--- config.mk ---
export PLATFORM = sky130hd
export DESIGN_NAME = ost_ctrl
export DESIGN_NICKNAME = d
export VERILOG_FILES = /design/src/sv/ost_pkg.sv /design/src/sv/ost_ctrl.sv
export SDC_FILE = /design/constraint.sdc
export NUM_CORES = 1
export LEC_CHECK = 0
export ABC_AREA = 1
export BUFFER_PORTS_ARGS = -buffer_cell sky130_fd_sc_hd__buf_4
export CELL_PAD_IN_SITES_DETAIL_PLACEMENT = 1
export CELL_PAD_IN_SITES_GLOBAL_PLACEMENT = 1
export CORE_MARGIN = 2
export CORE_UTILIZATION = 27
export DETAILED_ROUTE_END_ITERATION = 10
export PLACE_DENSITY = 0.85
export SETUP_SLACK_MARGIN = 0.15
export SYNTH_ARGS = -nofsm -noshare
export SYNTH_HDL_FRONTEND = slang
export SYNTH_SLANG_ARGS = --single-unit
--- constraint.sdc ---
create_clock -name clock -period 1.2 [get_ports clock]
set_input_delay 0.24 -clock clock [delete_from_list [all_inputs] [get_ports clock]]
set_output_delay 0.24 -clock clock [all_outputs]
set_load 0.05 [all_outputs]
--- src/sv/ost_pkg.sv ---
package ost_pkg;

   localparam int SLOTS     = 256;
   localparam int IDX_W     = $clog2(SLOTS);
   localparam int CNT_W     = $clog2(SLOTS + 1);
   localparam int GEN_W     = 16;
   localparam int QTY_W     = 31;
   localparam int ID_W      = 32;
   localparam int EVICT_W   = 32;
   localparam logic [ID_W-1:0] ANONYMOUS = '0;

   localparam logic [2:0] CMD_ADMIT  = 3'd0;
   localparam logic [2:0] CMD_FILL   = 3'd1;
   localparam logic [2:0] CMD_CANCEL = 3'd2;
   localparam logic [2:0] CMD_REJECT = 3'd3;
   localparam logic [2:0] CMD_QUERY  = 3'd4;
   localparam logic [2:0] CMD_CLEAR  = 3'd5;

   localparam logic [3:0] RC_NONE      = 4'd0;
   localparam logic [3:0] RC_RESERVED  = 4'd1;
   localparam logic [3:0] RC_BAD_QTY   = 4'd2;
   localparam logic [3:0] RC_DUPLICATE = 4'd3;
   localparam logic [3:0] RC_FULL      = 4'd4;
   localparam logic [3:0] RC_UNKNOWN   = 4'd5;
   localparam logic [3:0] RC_FILLED    = 4'd6;
   localparam logic [3:0] RC_CANCELLED = 4'd7;
   localparam logic [3:0] RC_REJECTED  = 4'd8;
   localparam logic [3:0] RC_STALE     = 4'd9;

   localparam logic [2:0] ST_LIVE      = 3'd0;
   localparam logic [2:0] ST_PARTIAL   = 3'd1;
   localparam logic [2:0] ST_FILLED    = 3'd2;
   localparam logic [2:0] ST_CANCELLED = 3'd3;
   localparam logic [2:0] ST_REJECTED  = 3'd4;

   localparam int FLAG_REJ = 0;
   localparam int FLAG_CAN = 1;

   typedef struct packed {
      logic [2:0]         cmd;
      logic [31:0]        order_id;
      logic signed [31:0] quantity;
      logic signed [31:0] price;
      logic [15:0]        symbol;
      logic [31:0]        account;
      logic [62:0]        entry_time;
      logic [7:0]         order_kind;
      logic [7:0]         handle_slot;
      logic [15:0]        handle_generation;
      logic [3:0]         why_code;
   } req_type;

   typedef struct packed {
      logic [3:0]  result_code;
      logic [7:0]  out_slot;
      logic [15:0] out_generation;
      logic        handle_ok;
      logic [30:0] remaining_qty;
      logic [30:0] traded_qty;
      logic [2:0]  order_status;
      logic [8:0]  live_count;
      logic [8:0]  peak_live;
      logic [31:0] eviction_count;
   } rsp_type;

   typedef struct packed {
      logic signed [31:0] price;
      logic [15:0]        symbol;
      logic [31:0]        account;
      logic [62:0]        entry_time;
      logic [7:0]         order_kind;
   } payload_type;

   typedef struct packed {
      logic [ID_W-1:0]  order_id;
      logic [GEN_W-1:0] gen;
      logic [QTY_W-1:0] remaining;
      logic [QTY_W-1:0] traded;
      logic [1:0]       flags;
      logic [3:0]       reason;
      payload_type      payload;
   } rec_type;

   localparam int REC_W = $bits(rec_type);

   typedef enum logic [4:0] {
      ACT_NONE,
      ACT_LATCH,
      ACT_SCAN_INIT,
      ACT_SCAN,
      ACT_RD_HANDLE,
      ACT_RD_BUMP,
      ACT_RD_RING,
      ACT_RD_RSLOT,
      ACT_ADMIT,
      ACT_FILL,
      ACT_CANCEL,
      ACT_REJECT,
      ACT_QUERY,
      ACT_CODE,
      ACT_CLR_INIT,
      ACT_CLR_RD,
      ACT_CLR_WR,
      ACT_CLR_END,
      ACT_LOAD_OUT
   } act_type;

   typedef struct packed {
      act_type    act;
      logic [3:0] code;
   } ctl_type;

   typedef struct packed {
      logic [2:0] cmd;
      logic       id_zero;
      logic       qty_pos;
      logic       scan_hit;
      logic       scan_done;
      logic       bump_free;
      logic       ring_empty;
      logic       clr_done;
      logic       hdl_live;
      logic       fill_ok;
      logic       rej_ok;
      logic       out_free;
   } sts_type;

   function automatic logic [2:0] status_of(rec_type r);
      logic [2:0] st;
      if (r.flags[FLAG_REJ]) begin
         st = ST_REJECTED;
      end else if (r.flags[FLAG_CAN]) begin
         st = ST_CANCELLED;
      end else if (r.remaining == '0) begin
         st = ST_FILLED;
      end else if (r.traded != '0) begin
         st = ST_PARTIAL;
      end else begin
         st = ST_LIVE;
      end
      return st;
   endfunction

endpackage

--- src/sv/ost_ctrl.sv ---
module ost_ctrl (
   input  logic             clock,
   input  logic             reset,
   input  logic             req_valid,
   output logic             req_ready,
   input  ost_pkg::sts_type sts,
   output ost_pkg::ctl_type ctl
);
   typedef enum logic [3:0] {
      S_IDLE, S_DECODE, S_SCAN, S_DUP, S_MISS, S_QREP, S_TAKE, S_RING,
      S_ADMIT, S_HDL, S_CLR_RD, S_CLR_WR, S_RESULT
   } state_type;

   state_type state_ff, state_in;

   always_comb begin
      state_in = state_ff;
      ctl.act  = ost_pkg::ACT_NONE;
      ctl.code = ost_pkg::RC_NONE;
      req_ready = (state_ff == S_IDLE);
      case (state_ff)
         S_IDLE: begin
            if (req_valid) begin
               ctl.act  = ost_pkg::ACT_LATCH;
               state_in = S_DECODE;
            end
         end
         S_DECODE: begin
            state_in = S_RESULT;
            case (sts.cmd)
               ost_pkg::CMD_ADMIT: begin
                  if (sts.id_zero) begin
                     ctl.act  = ost_pkg::ACT_CODE;
                     ctl.code = ost_pkg::RC_RESERVED;
                  end else if (!sts.qty_pos) begin
                     ctl.act  = ost_pkg::ACT_CODE;
                     ctl.code = ost_pkg::RC_BAD_QTY;
                  end else begin
                     ctl.act  = ost_pkg::ACT_SCAN_INIT;
                     state_in = S_SCAN;
                  end
               end
               ost_pkg::CMD_FILL, ost_pkg::CMD_CANCEL, ost_pkg::CMD_REJECT: begin
                  ctl.act  = ost_pkg::ACT_RD_HANDLE;
                  state_in = S_HDL;
               end
               ost_pkg::CMD_QUERY: begin
                  if (sts.id_zero) begin
                     ctl.act  = ost_pkg::ACT_CODE;
                     ctl.code = ost_pkg::RC_UNKNOWN;
                  end else begin
                     ctl.act  = ost_pkg::ACT_SCAN_INIT;
                     state_in = S_SCAN;
                  end
               end
               ost_pkg::CMD_CLEAR: begin
                  ctl.act  = ost_pkg::ACT_CLR_INIT;
                  state_in = S_CLR_RD;
               end
               default: begin
                  ctl.act  = ost_pkg::ACT_CODE;
                  ctl.code = ost_pkg::RC_NONE;
               end
            endcase
         end
         S_SCAN: begin
            ctl.act = ost_pkg::ACT_SCAN;
            if (sts.scan_hit) begin
               state_in = (sts.cmd == ost_pkg::CMD_ADMIT) ? S_DUP : S_QREP;
            end else if (sts.scan_done) begin
               state_in = (sts.cmd == ost_pkg::CMD_ADMIT) ? S_TAKE : S_MISS;
            end
         end
         S_DUP: begin
            ctl.act  = ost_pkg::ACT_CODE;
            ctl.code = ost_pkg::RC_DUPLICATE;
            state_in = S_RESULT;
         end
         S_MISS: begin
            ctl.act  = ost_pkg::ACT_CODE;
            ctl.code = ost_pkg::RC_UNKNOWN;
            state_in = S_RESULT;
         end
         S_QREP: begin
            ctl.act  = ost_pkg::ACT_QUERY;
            state_in = S_RESULT;
         end
         S_TAKE: begin
            if (sts.bump_free) begin
               ctl.act  = ost_pkg::ACT_RD_BUMP;
               state_in = S_ADMIT;
            end else if (sts.ring_empty) begin
               ctl.act  = ost_pkg::ACT_CODE;
               ctl.code = ost_pkg::RC_FULL;
               state_in = S_RESULT;
            end else begin
               ctl.act  = ost_pkg::ACT_RD_RING;
               state_in = S_RING;
            end
         end
         S_RING: begin
            ctl.act  = ost_pkg::ACT_RD_RSLOT;
            state_in = S_ADMIT;
         end
         S_ADMIT: begin
            ctl.act  = ost_pkg::ACT_ADMIT;
            state_in = S_RESULT;
         end
         S_HDL: begin
            state_in = S_RESULT;
            ctl.act  = ost_pkg::ACT_CODE;
            ctl.code = ost_pkg::RC_STALE;
            case (sts.cmd)
               ost_pkg::CMD_FILL: begin
                  if (sts.fill_ok) begin
                     ctl.act = ost_pkg::ACT_FILL;
                  end
               end
               ost_pkg::CMD_CANCEL: begin
                  if (sts.hdl_live) begin
                     ctl.act = ost_pkg::ACT_CANCEL;
                  end
               end
               default: begin
                  if (sts.rej_ok) begin
                     ctl.act = ost_pkg::ACT_REJECT;
                  end
               end
            endcase
         end
         S_CLR_RD: begin
            if (sts.clr_done) begin
               ctl.act  = ost_pkg::ACT_CLR_END;
               state_in = S_RESULT;
            end else begin
               ctl.act  = ost_pkg::ACT_CLR_RD;
               state_in = S_CLR_WR;
            end
         end
         S_CLR_WR: begin
            ctl.act  = ost_pkg::ACT_CLR_WR;
            state_in = S_CLR_RD;
         end
         S_RESULT: begin
            if (sts.out_free) begin
               ctl.act  = ost_pkg::ACT_LOAD_OUT;
               state_in = S_IDLE;
            end
         end
         default: begin
            state_in = S_IDLE;
         end
      endcase
   end

   always_ff @(posedge clock) begin
      if (reset) begin
         state_ff <= S_IDLE;
      end else begin
         state_ff <= state_in;
      end
   end
endmodule

==> results.md <==
Cells and area:
- After filler insertion, the fill cell instance count of the layout stands at 314.
- The register with the most flip-flops in the final layout is state_ff.
- The flip-flop and latch area is 95.1 um2.
- The post-layout utilization of the core is 0.664.
- The area growth from synthesis to layout is 135%.
- The number of flip-flops in the largest register is 4.
- For this run, the number of standard cells in the final layout without fillers is 238.
- The total number of nets in the final design is 227.
- In the final layout, the share of cells above drive strength 1 is 0.659.
- The area of combinational cells with multiple inputs is 757 um2.
- In the final layout, the registers with the most flip-flops are state_ff (4).
- The repair_antennas step left the layout with diodes totalling 0.

STA:
- The post-route minimum period is 1.90 ns.
- In this run the tightest slew margin relative to its limit is 0.736.
- For the pin with the worst max-slew slack, the measured transition is 0.395 ns.
- Setup violations remaining at the end of the flow were counted as 14.
- For the final routed database, the setup TNS stands at -7.86 ns.
- Of the available clock period, the critical path in the final layout requires 1.58.
- Static timing analysis puts the maximum clock frequency at 526 MHz.
- The final hold violation count is 0.
- The max-slew violation count is 0.
- In the post-route analysis, the smallest setup slack over all paths is -0.701 ns.
- Setup repair after global routing could not meet its margin everywhere.
- The final setup skew is 0.0145 ns.

Worst setup path:
- The critical path in this run is classified as register to primary output.
- The required time at the worst-slack endpoint is 0.96 ns.
- The worst register-to-register path ends at state_ff[3]$_SDFFE_PP0P_.
- The critical path arrival is 1.66 ns.
- The top fanout value on the critical path is 6.
- STA classifies the critical path startpoint as a register.
- The cell count of the worst reg-to-reg path is 13.
- STA classifies the critical path endpoint as a primary output.
- The startpoint identified for the worst register-to-register timing path is state_ff[3]$_SDFFE_PP0P_.
- For flop-to-flop paths, the worst setup slack is -0.57 ns.

Power:
- Across the VDD grid, the largest voltage drop is 1.78 mV.
- The total leakage power is 0.821 nW.
- The overall power consumption is 3.71 mW.
- In this run the power density over the cells is 2300 mW/mm2.

Synth:
- The portion of the post-synthesis area used by sequential elements is 0.117.
- After synthesis, the largest family of logic cells by area is simple AND/OR/NAND/NOR gates.
- Synthesis inferred 4 register bits.
- Counting every instance in the synthesized netlist gives 135.
- The cell type contributing the most total cell area after synthesis is nand2_1.
- The summed instance area of the synthesized netlist is 686 um2.
- The simple-gate area share of the yosys netlist is 0.650.
- The share of synthesized area in the top cell type comes to 0.192.
- The adder and majority cell fraction of the synthesized area is 0.
- After synthesis, the share of flip-flops with an asynchronous set or reset is 0.
- The fraction of synthesized area in multiplexers is 0.
- The primary flip-flop cell chosen by synthesis mapping is dfxtp_1.
- The number of library cell types mapped by synthesis is 22.
- In this run, synthesis inferred 0 flip-flops with an integrated enable.
- For this run, the number of Yosys warnings is 0.
- The xor and xnor fraction of the mapped netlist area is 0.
- The share of the synthesized area in compound gates (AO/OA/AOI/OAI) is 0.102.
- The net count after synthesis is 152.
- Yosys attributes the largest share of cell area to nand2_1 (19%), nand3_1 (12%), dfxtp_1 (12%).
- The average instance area after synthesis is 5.08 um2.

Floorplan:
- The floorplan step set the die height to 54.4 um.
- From left edge to right edge, the die measures 54.4 um.
- During I/O placement, the number of pins put on the boundary was 27.
- The floorplan has 18 rows.
- For this configuration, the core starts out at a cell density of 0.282.
- After floorplanning, the core was sized to cover 0.00243 mm2.
- The die covers 0.00296 mm2.

Clocking:
- In this run, post-CTS hold repair placed 0 buffers.
- The number of clock sinks is 4.
- The total clock buffers created by CTS is 3.
- Clock latency on the worst-skew pair, taken at its later pin, is 0.26 ns.
- The maximum count of clock buffers along a single path is 2.
- Clock-pin slew was measured on the worst setup and hold paths at 0.06 ns.
- The root cell of the clock tree is clkbuf_4.
- CTS built an H-tree with a depth of 1.
- The TritonCTS clock tree is yes.

Placed design:
- The number of input and output port buffers inserted is 26.
- The post-DP HPWL is 2930 um.
- At the end of routability-driven placement, the weighted congestion stood at 0.913.
- The count of placed standard cells including taps is 226.
- The worst-case setup slack after placement is -0.374 ns.

Global route:
- For this run, the total global-route usage over all layers was measured as 0.325.
- The via count of the first global-routing pass was 1382.
- The initial antenna violation count is 0.
- The maximum number of pins on one net before global-route repair is 7.
- The residual overflow from global routing is 0.
- The first global-routing pass estimated 6750 um of wire.

Hold path:
- In this run the most critical hold path is launched from reset.
- The worst hold path passes through 2 cells.
- The destination of the worst hold path is state_ff[2]$_SDFFE_PP0P_.
- In this run the worst hold path is classified as input pin to register.

Drt:
- In this run the remaining antenna-violating nets after routing total 0.
- The DRC violation count after routing is 0.
- The violation count after the first detailed-routing iteration is 32.
- The post-detailed-route wirelength per cell is 23.5 um.
- The routed layout has 1282 vias.
- After detailed routing, the number of vias per cell comes to 5.39.
- The count of TritonRoute iterations in the first routing pass is 4.
- The total detailed-routing wirelength is 5590 um.

Job:
- The max-cap check violation count is 0.

Run status:
- The checks that failed: negative setup slack.
- The flow ran to the end, but the final reports show violations.
-- through the flow --
| stage | area (um2) | hold slack [ns] |
|---|---|---|
| 3_3_place_gp | 1270 | 0.420 |
| 5_1_grt | 1610 | 0.171 |
| 2_1_floorplan | 772 | 0.302 |
| 4_1_cts | 1480 | 0.182 |
| 3_5_place_dp | 1270 | 0.426 |
| 6_report | 1610 | 0.171 |
-- report_power, final --
group | internal, mW | switching (mW) | total [mW]
Clock | 0.114 | 0.0843 | 0.198
Sequential | 0.210 | 0.149 | 0.359
Combinational | 1.26 | 1.89 | 3.15
Total | 1.59 | 2.12 | 3.71
-- worst max-delay path: stages (launching register included) --
cell,delay [ns]
dfxtp_4,0.36
inv_4,0.08
buf_6,0.11
nand2_4,0.06
nor2_4,0.21
inv_1,0.11
o31ai_2,0.25
buf_6,0.21
-- kinds of logic (layout without fill, tap and decap cells) --
kind of cell / after synthesis / count (layout)
and+or+nand+nor: 95 / 95
DFF: 4 / 4
buffers and inverters: 24 / 97
AOI/OAI and AO/OA: 12 / 12
-- per-layer routing --
layer  track usage  vias to the layer above  share of wire
met5             0                        -              0
met4        0.0833                        0          0.035
met3        0.0437                       18          0.057
met2         0.598                       63           0.51
met1         0.390                      622           0.40
li1              -                      579              -
-- timing repair --
item                                   CTS  global route
buffers inserted                         6             3
endpoints found under the hold margin    0             0
setup endpoints to repair               14            14
gates resized for setup                 38            33
pin swaps                               11            15
-- cell usage after synthesis, types with 2 or more instances --
library cell and number:
o21ai_1 2, inv_1 19, o211ai_1 3, nand2_1 35, inv_2 4, a21oi_1 5, nand3_1 17, nor2_2 5
nor3_1 3, nand2_2 4, nor2_4 2, dfxtp_1 4, nand4_1 3, nor2_1 21
-- cells in the final DEF (no fill, tap or decap), drive strengths merged, types with 2 or more instances in the layout --
master    Yosys  layout
clkbuf        0       3
buf           0      70
o211ai        3       3
o21ai         3       3
nand2        39      39
nand3        17      17
clkinvlp      0       2
a21oi         5       5
nor2         28      28
nand4         3       3
nor3          4       4
inv          23      22
dfxtp         4       4
-- layout make-up --
type / count / share of cell area
Sequential cell: 4 / 0.0589
Tap cell: 30 / 0.0233
Inverter: 24 / 0.0651
Multi-Input combinational cell: 107 / 0.469
Clock buffer: 3 / 0.0140
Timing Repair Buffer: 70 / 0.370
-- worst max path at each step --
stage | slack, ns | from | cells after the start | to
2_1_floorplan | -0.55 | state_ff[2]$_SDFFE_PP0P_ | 5 | ctl[2]
3_3_place_gp | -0.31 | sts[5] | 8 | ctl[5]
3_5_place_dp | -0.37 | sts[5] | 8 | ctl[5]
4_1_cts | -0.58 | state_ff[3]$_SDFFE_PP0P_ | 7 | ctl[2]
5_1_grt | -0.71 | state_ff[3]$_SDFFE_PP0P_ | 7 | ctl[1]
6_report | -0.70 | state_ff[3]$_SDFFE_PP0P_ | 7 | ctl[1]
No activity file was read; power rests on OpenSTA's default activity.
